## config.mk

```make
export PLATFORM = sky130hd
export DESIGN_NAME = rgb_to_hsv_converter
export DESIGN_NICKNAME = d
export VERILOG_FILES = /design/src/rtl/rgbhsv_pkg.sv /design/src/rtl/rgb_to_hsv_converter.sv /design/src/rtl/rgbhsv_front.sv /design/src/rtl/rgbhsv_div_step.sv
export SDC_FILE = /design/constraint.sdc
export NUM_CORES = 2
export LEC_CHECK = 0
export BUFFER_PORTS_ARGS = -buffer_cell sky130_fd_sc_hd__buf_2
export CORE_MARGIN = 10
export CORE_UTILIZATION = 45
export DETAILED_ROUTE_END_ITERATION = 6
export PLACE_DENSITY = 0.7
export RECOVER_POWER = 100
export SKIP_LAST_GASP = 1
export SLEW_MARGIN = 20
export SYNTH_ARGS = -nofsm -noshare
export SYNTH_HDL_FRONTEND = slang
export SYNTH_HIERARCHICAL = 1
export SYNTH_SLANG_ARGS = --single-unit
```

## constraint.sdc

```tcl
create_clock -name clk -period 66.4 [get_ports clk]
set_clock_uncertainty 0.1 [all_clocks]
set_input_delay 9.96 -clock clk [delete_from_list [all_inputs] [get_ports clk]]
set_output_delay 9.96 -clock clk [all_outputs]
set_load 0.05 [all_outputs]
```

## src/rtl/rgbhsv_pkg.sv

```systemverilog
`timescale 1ns / 1ps
// shared types, widths and the divider iteration for the rgb to hsv converter
// no dependencies; imported by every module of the block

package rgbhsv_pkg;

	localparam int CHAN_BITS = 8;
	localparam int FRAC_BITS = 16;
	// divisor is at most six times the largest channel
	localparam int DIV_BITS  = CHAN_BITS + 3;
	// two front stages plus one stage per quotient bit
	localparam int LATENCY   = FRAC_BITS + 2;

	typedef logic [CHAN_BITS-1:0] chan_t;
	typedef logic [FRAC_BITS-1:0] frac_t;

	typedef enum logic [1:0] {
		SEC_RED,
		SEC_GREEN,
		SEC_BLUE
	} sector_t;

	// one restoring divider in flight: partial remainder, dividend bits still
	// to shift in, quotient so far and the divisor
	typedef struct packed {
		logic [DIV_BITS-1:0] rem;
		frac_t               low;
		frac_t               quo;
		logic [DIV_BITS-1:0] dvsr;
	} div_lane_t;

	typedef struct packed {
		logic      grey;
		chan_t     bright;
		div_lane_t sat;
		div_lane_t hue;
	} div_beat_t;

	// one quotient bit; remainder stays below the divisor
	function automatic div_lane_t div_iter(div_lane_t l);
		logic [DIV_BITS:0] trial;
		logic [DIV_BITS:0] diff;
		div_lane_t         r;
		r     = l;
		trial = {l.rem, l.low[FRAC_BITS-1]};
		diff  = trial - {1'b0, l.dvsr};
		r.low = {l.low[FRAC_BITS-2:0], 1'b0};
		if (trial >= {1'b0, l.dvsr}) begin
			r.rem = diff[DIV_BITS-1:0];
			r.quo = {l.quo[FRAC_BITS-2:0], 1'b1};
		end else begin
			r.rem = trial[DIV_BITS-1:0];
			r.quo = {l.quo[FRAC_BITS-2:0], 1'b0};
		end
		return r;
	endfunction

endpackage

```

## src/rtl/rgb_to_hsv_converter.sv

```systemverilog
`timescale 1ns / 1ps
// rgb to hsv converter top level: front stages and the divider pipeline
// depends on rgbhsv_pkg, rgbhsv_front, rgbhsv_div_step
//
// usage
//   input channel : in_valid / in_ready with red, green, blue (8 bit each)
//   output channel: out_valid / out_ready with hue, saturation (16 bit each)
//                   and brightness (8 bit)
//   one pixel in, one result out, in order
// stages: two front stages (max/min, then delta and dividends) and sixteen
//   divider stages that each make one quotient bit of both divisions
// throughput: one pixel per cycle while the receiver keeps out_ready high
// stall: the whole pipeline holds when a result is shown and not taken;
//   in_ready drops with it, so nothing is lost or repeated; bubbles inside
//   the pipeline hold their place while the output waits
// reset: arst_n clears all valid bits; the pipeline comes up empty and
//   ready at once
// grey pixels (all channels equal) give zero hue and zero saturation

module rgb_to_hsv_converter import rgbhsv_pkg::*; (
	input  logic  clk,
	input  logic  arst_n,
	input  logic  in_valid,
	output logic  in_ready,
	input  chan_t red,
	input  chan_t green,
	input  chan_t blue,
	output logic  out_valid,
	input  logic  out_ready,
	output frac_t hue,
	output frac_t saturation,
	output chan_t brightness
);

	logic      en;
	logic      stage_valid [0:FRAC_BITS];
	div_beat_t stage_beat  [0:FRAC_BITS];

	// advance unless a finished result is waiting
	assign en       = !stage_valid[FRAC_BITS] || out_ready;
	assign in_ready = en;

	rgbhsv_front u_front (
		.clk       (clk),
		.arst_n    (arst_n),
		.en        (en),
		.in_valid  (in_valid),
		.red       (red),
		.green     (green),
		.blue      (blue),
		.out_valid (stage_valid[0]),
		.out_beat  (stage_beat[0])
	);

	for (genvar i = 0; i < FRAC_BITS; i++) begin : g_div
		rgbhsv_div_step u_step (
			.clk       (clk),
			.arst_n    (arst_n),
			.en        (en),
			.in_valid  (stage_valid[i]),
			.in_beat   (stage_beat[i]),
			.out_valid (stage_valid[i+1]),
			.out_beat  (stage_beat[i+1])
		);
	end

	assign out_valid  = stage_valid[FRAC_BITS];
	// divisor is zero for grey pixels, so the quotients are masked
	assign hue        = stage_beat[FRAC_BITS].grey ? '0 : stage_beat[FRAC_BITS].hue.quo;
	assign saturation = stage_beat[FRAC_BITS].grey ? '0 : stage_beat[FRAC_BITS].sat.quo;
	assign brightness = stage_beat[FRAC_BITS].bright;

endmodule

```

## src/rtl/rgbhsv_front.sv

```systemverilog
`timescale 1ns / 1ps
// front stages: max/min and sector pick, then delta and the two dividends
// depends on rgbhsv_pkg

module rgbhsv_front import rgbhsv_pkg::*; (
	input  logic      clk,
	input  logic      arst_n,
	input  logic      en,
	input  logic      in_valid,
	input  chan_t     red,
	input  chan_t     green,
	input  chan_t     blue,
	output logic      out_valid,
	output div_beat_t out_beat
);

	chan_t                  hi_c, lo_c;
	sector_t                sector_c;
	logic signed [CHAN_BITS:0] diff_c;

	logic                   valid_s1;
	chan_t                  hi_s1, lo_s1;
	sector_t                sector_s1;
	logic signed [CHAN_BITS:0] diff_s1;

	chan_t                           delta_c;
	logic [CHAN_BITS+FRAC_BITS-1:0]  sat_num_c;
	logic [DIV_BITS-1:0]             offset_c, six_c;
	logic signed [DIV_BITS:0]        num_c, num_wrap_c;
	div_beat_t                       beat_c;

	logic                            valid_s2;
	div_beat_t                       beat_s2;

	always_comb begin
		hi_c = red;
		lo_c = red;
		if (green > hi_c) hi_c = green;
		if (blue > hi_c)  hi_c = blue;
		if (green < lo_c) lo_c = green;
		if (blue < lo_c)  lo_c = blue;
		// red wins ties, then green
		if (red >= hi_c) begin
			sector_c = SEC_RED;
			diff_c   = $signed({1'b0, green}) - $signed({1'b0, blue});
		end else if (green >= hi_c) begin
			sector_c = SEC_GREEN;
			diff_c   = $signed({1'b0, blue}) - $signed({1'b0, red});
		end else begin
			sector_c = SEC_BLUE;
			diff_c   = $signed({1'b0, red}) - $signed({1'b0, green});
		end
	end

	always_ff @(posedge clk or negedge arst_n) begin
		if (!arst_n) begin
			valid_s1 <= 1'b0;
			valid_s2 <= 1'b0;
		end else if (en) begin
			valid_s1 <= in_valid;
			valid_s2 <= valid_s1;
		end
	end

	always_ff @(posedge clk) begin
		if (en) begin
			hi_s1     <= hi_c;
			lo_s1     <= lo_c;
			sector_s1 <= sector_c;
			diff_s1   <= diff_c;
			beat_s2   <= beat_c;
		end
	end

	always_comb begin
		delta_c   = hi_s1 - lo_s1;
		// delta * (2^F - 1) as a shift and subtract
		sat_num_c = {delta_c, {FRAC_BITS{1'b0}}}
			- {{FRAC_BITS{1'b0}}, delta_c};
		six_c     = {1'b0, delta_c, 2'b00} + {2'b00, delta_c, 1'b0};
		unique case (sector_s1)
			SEC_RED:   offset_c = '0;
			SEC_GREEN: offset_c = {2'b00, delta_c, 1'b0};
			SEC_BLUE:  offset_c = {1'b0, delta_c, 2'b00};
			default:   offset_c = '0;
		endcase
		num_c = $signed({1'b0, offset_c}) + {{3{diff_s1[CHAN_BITS]}}, diff_s1};
		// negative hue wraps by one turn
		if (num_c < 0)
			num_wrap_c = num_c + $signed({1'b0, six_c});
		else
			num_wrap_c = num_c;

		beat_c.grey     = (delta_c == '0);
		beat_c.bright   = hi_s1;
		beat_c.sat.rem  = DIV_BITS'(sat_num_c[CHAN_BITS+FRAC_BITS-1:FRAC_BITS]);
		beat_c.sat.low  = sat_num_c[FRAC_BITS-1:0];
		beat_c.sat.quo  = '0;
		beat_c.sat.dvsr = DIV_BITS'(hi_s1);
		beat_c.hue.rem  = num_wrap_c[DIV_BITS-1:0];
		beat_c.hue.low  = '0;
		beat_c.hue.quo  = '0;
		beat_c.hue.dvsr = six_c;
	end

	assign out_valid = valid_s2;
	assign out_beat  = beat_s2;

endmodule

```

## src/rtl/rgbhsv_div_step.sv

```systemverilog
`timescale 1ns / 1ps
// one registered divider stage: a quotient bit for saturation and for hue
// depends on rgbhsv_pkg

module rgbhsv_div_step import rgbhsv_pkg::*; (
	input  logic      clk,
	input  logic      arst_n,
	input  logic      en,
	input  logic      in_valid,
	input  div_beat_t in_beat,
	output logic      out_valid,
	output div_beat_t out_beat
);

	logic      valid_q;
	div_beat_t beat_q;
	div_beat_t beat_c;

	always_comb begin
		beat_c     = in_beat;
		beat_c.sat = div_iter(in_beat.sat);
		beat_c.hue = div_iter(in_beat.hue);
	end

	always_ff @(posedge clk or negedge arst_n) begin
		if (!arst_n) begin
			valid_q <= 1'b0;
		end else if (en) begin
			valid_q <= in_valid;
		end
	end

	always_ff @(posedge clk) begin
		if (en) begin
			beat_q <= beat_c;
		end
	end

	assign out_valid = valid_q;
	assign out_beat  = beat_q;

endmodule

```

* After elaboration in Yosys (flattened, before gate mapping) *
Cells that the tools add are included.

storage, ports and cells
  register bits after elaboration = 1130
  input bits = 28
  output and inout bits = 42
  logic and storage cells = 323

cells by class
  add/subtract/negate cells = 38
  magnitude comparators = 39
  equal/unequal tests = 2
  multiplexer cells = 73
  reductions and logical operators = 3

operator list
  operator                                             count
  two-way mux 11 bit                                   30
  greater-or-equal comparator 12 x 11 -> 1 bit         16
  greater-or-equal comparator 12 x 8 -> 1 bit          15
  subtractor 11 bit                                    15
  subtractor 11 x 8 -> 11 bit                          14
  two-way mux 1 bit                                    32
  two-way mux 16 bit                                   2
  two-way mux 8 bit                                    4
  two-way mux 9 bit                                    3
  subtractor 8 x 8 -> 9 bit                            3
  subtractor 24 x 8 -> 24 bit                          1
  case mux 10 bit (2 select lines)                     1
  greater-or-equal comparator 8 bit                    2
  greater-than comparator 8 bit                        2
  < comparator 8 bit                                   2
  adder 11 x 9 -> 12 bit                               1
  < comparator 12 x 1 -> 1 bit, second input constant  1
  adder 10 x 9 -> 11 bit                               1
  adder 11 bit                                         1
  subtractor 9 x 8 -> 10 bit                           1
  greater-or-equal comparator 9 x 8 -> 1 bit           1
  logical NOT 8 bit                                    1
  subtractor 8 bit                                     1
  equality test 2 x 1 -> 1 bit, second input constant  1
  4 further kinds                                      4

* Logic depth before layout (Yosys ltp) *
  word-level depth = 7
  mapped depth = 30
  gate-level depth less buffers = 26

* Hierarchy *
Netlist, hierarchy kept.

modules (own cells, without submodules)
  module                                  instances  cells each  area an instance (um2)  sequential area each (um2)
  rgbhsv_div_step (g_div[13].u_step ...)  9          343         5051.1                  3478.3
  rgbhsv_div_step (g_div[0].u_step ...)   6          295         4867.2                  3478.3
  rgbhsv_front                            1          681         7133.1                  2392.3
  rgbhsv_div_step (g_div[3].u_step)       1          292         4878.4                  3478.3
  rgb_to_hsv_converter                    1          36          229.0                   0.0

* Worst setup path before layout *
No wires, ideal clock.

  path kind = input to output
  start = in out_ready
  end = out in_ready
  arrival = 56.273 ns
  slack = 0.067 ns
  cell stages on the path = 1
  cells stage by stage = nand2b_1

between the ends
  longest elaborated chain between the ends = 1

ends and longest elaborated chain
  element           line                        RTL
  from (decl)       rgb_to_hsv_converter.sv:29  input logic out_ready,
  logical OR 1 bit  rgb_to_hsv_converter.sv:40  assign en = !stage_valid[FRAC_BITS] || out_ready;
  to (decl)         rgb_to_hsv_converter.sv:24  output logic in_ready,

Every way passes these cells.

* Worst setup path after layout *
  start = in out_ready
  end = reg g_div[0].u_step.beat_q, in the netlist g_div[0].u_step/out_beat[0], enable pin

between the ends
  longest elaborated chain between the ends = 1

ends and longest elaborated chain
  element               line                        RTL
  logical OR 1 bit      rgb_to_hsv_converter.sv:40
  to (signal assigned)  rgbhsv_div_step.sv:35       beat_q <= beat_c;
  to (decl)             rgbhsv_div_step.sv:16       div_beat_t beat_q;

Every way passes these cells.
A chain may end at the register's enable or synchronous reset.

==> results.sh <==
export IMPL_grt_usage_pct=14.0
export IMPL_clk_pin_slew_ps=60
export IMPL_via_count=39400
export IMPL_pin_count=70
export IMPL_path_common_cell="clkbuf_1"
export IMPL_worst_path_max_delay_cell="clkbuf_1"
export IMPL_violations="max-capacitance violations, max-slew violations"
export IMPL_dp_cells=7192
export IMPL_rr_worst_depth=4
export IMPL_ctsHoldBuffers=0
export IMPL_hp_class="flip-flop to flip-flop"
export IMPL_die_y_um=414
export IMPL_required_ps=66570
export IMPL_finalSetupTns_ps=0
export IMPL_cts_sinks=1412
export IMPL_rrSetupSlack_ps=51090
export IMPL_finalCriticalPeriod_ps=24290
export IMPL_setup_violations=0
export IMPL_clock_latency_ps=780
export IMPL_synthesis_area_um2=69700
export IMPL_tightest_slew_ps=8780
export IMPL_clock_path_buffers=3
export IMPL_avgSynthCellArea_um2=13.6
export IMPL_drt_total_wl_um=122000
export IMPL_yosys_warnings=6
export IMPL_fin_cells=7470
export IMPL_drive_above_1_share_pct=8.50
export IMPL_timing_rr_end="g_div[0].u_step/out_beat[0]$_DFFE_PP_"
export IMPL_crit_start="out_ready"
export IMPL_grt_antenna_before_repair=1
export IMPL_port_buffers=69
export IMPL_status="complete, but fails checks"
export IMPL_rsz0062_at_grt="false"
export IMPL_num_rows=144
export IMPL_cts_tree="done"
export IMPL_start_util_pct=45.3
export IMPL_postSynthCellCount=5123
export IMPL_grt_pass1_vias=40100
export IMPL_diodes=0
export IMPL_placeableCoreArea_um2=154000
export IMPL_end_kind="flip-flop"
export IMPL_grt_pass1_wl_um=198000
export IMPL_finalMaxSlewViolations=1613
export IMPL_ant_nets=0
export IMPL_setup_worst_path_end="g_div[0].u_step/out_beat[0]$_DFFE_PP_"
export IMPL_nFillCells=13100
export IMPL_die_area_um2=171000
export IMPL_cts_root_buf="clkbuf_16"
export IMPL_grt_ovfl_total=0
export IMPL_rr_startpoint="g_div[15].u_step/out_valid$_DFFE_PN0P_"
export IMPL_relSlewSlack_pct=-485
export IMPL_startpoint_type="input pin"
export IMPL_grt_max_degree=173
export IMPL_cts_inserted_buffers=151
export IMPL_cpPeakStageDelay_ps=6220
export IMPL_cts_resized=0
export IMPL_cts_setup_buffers=0
export IMPL_cp_cell_sequence="buf_2 -> nand2b_1 -> clkbuf_1 -> clkbuf_1 -> clkbuf_1"
export IMPL_area_growth_pct=9.73
export IMPL_htreeDepth=4
export IMPL_vias_per_cell=5.28
export IMPL_dr_pass1_iters=7
export IMPL_layout_area_seq_um2=42300
export IMPL_dp_hpwl_um=86000
export IMPL_clock_fmax_mhz=41.2
export IMPL_post_route_drc_count=0
export IMPL_cap_violations=29
export IMPL_wl_per_cell_um=16.3
export IMPL_path_max_fanout=172
export IMPL_num_nets_final=5818
export IMPL_critical_path_class="input pin to flip-flop"
export IMPL_arrival_ps=24460
export IMPL_gp_congestion=0.911
export IMPL_multi_input_area_um2=24100
export IMPL_die_w_um=414
export IMPL_timing_final_hold_violations=0
export IMPL_first_iter_violations=2270
export IMPL_fin_crit_sh_pct=36.6
metal layers:
metal  GRT usage [%]  vias up  share of wire (%)
met5               0        -                  0
met4            5.19        0                3.2
met3            2.55      278                3.6
met2            25.6      709                 52
met1            16.2    18900                 42
li1                -    19500                  -
flip-flops by register name (all words and copies together), names as in the netlist:
signal / flops
u_front/diff_s1: 9
u_front/hi_s1: 8
u_front/out_beat: 51
g_div.u_step/out_valid: 16
u_front/valid_s1: 1
g_div.u_step/out_beat: 1316
u_front/out_valid: 1
u_front/lo_s1: 8
u_front/sector_s1: 2
per-stage QoR:
| stage | hold slack [ps] | area (um2) | util (%) | setup WS [ps] |
|---|---|---|---|---|
| 6_report | 294 | 76500 | 49.7 | 42110 |
| 5_1_grt | 298 | 76500 | 49.7 | 40500 |
| 4_1_cts | 287 | 77300 | 50.2 | 45240 |
| 3_5_place_dp | 305 | 72200 | 46.9 | 45240 |
| 3_3_place_gp | 300 | 72200 | 46.8 | 45240 |
| 2_1_floorplan | 300 | 69800 | - | 12490 |
layout by cell type (no fill, tap or decap), types with 87 or more instances in the layout:
cell       instances
mux2i_1           89
mux2_1            97
a21o_1            97
edfxtp_1        1394
o21ai_0          178
clkbuf_16        153
ha_1             450
nand2_1          131
clkbuf_1          89
nor2b_1          109
nand3_1           87
inv_1            548
xnor2_1          129
mux2_2            97
a21oi_1          333
nor2_1           298
worst min-delay path by stage:
stage / start / to / slack, ps / cells after the start
4_1_cts: g_div[5].u_step/out_beat[95]$_DFFE_PP_ / g_div[6].u_step/out_beat[96]$_DFFE_PP_ / 290 / 0
3_5_place_dp: g_div[9].u_step/out_beat[37]$_DFFE_PP_ / g_div[10].u_step/out_beat[38]$_DFFE_PP_ / 300 / 0
5_1_grt: g_div[5].u_step/out_beat[37]$_DFFE_PP_ / g_div[6].u_step/out_beat[38]$_DFFE_PP_ / 300 / 0
3_3_place_gp: g_div[6].u_step/out_beat[68]$_DFFE_PP_ / g_div[7].u_step/out_beat[69]$_DFFE_PP_ / 300 / 0
2_1_floorplan: u_front/out_beat[116]$_DFFE_PP_ / g_div[0].u_step/out_beat[116]$_DFFE_PP_ / 300 / 0
6_report: g_div[11].u_step/out_beat[22]$_DFFE_PP_ / g_div[12].u_step/out_beat[23]$_DFFE_PP_ / 290 / 0
final cells by class:
| class | instances | share of cell area (%) |
|---|---|---|
| sequential | 1412 | 55.3 |
| multi-input combinational | 3081 | 31.4 |
| clock buffer | 172 | 5.10 |
| tap | 2044 | 3.34 |
| inverter | 557 | 2.75 |
| clock inverter | 106 | 1.55 |
| timing repair buffer | 98 | 0.533 |
critical path: cells and delay by family:
kind / cells / cell delay [ps]
and+or+nand+nor: 1 / 1880
buffers and inverters: 4 / 12260
Power is not shown: default switching activity piles up to over one toggle a cycle in this logic, so the estimate is an artifact.
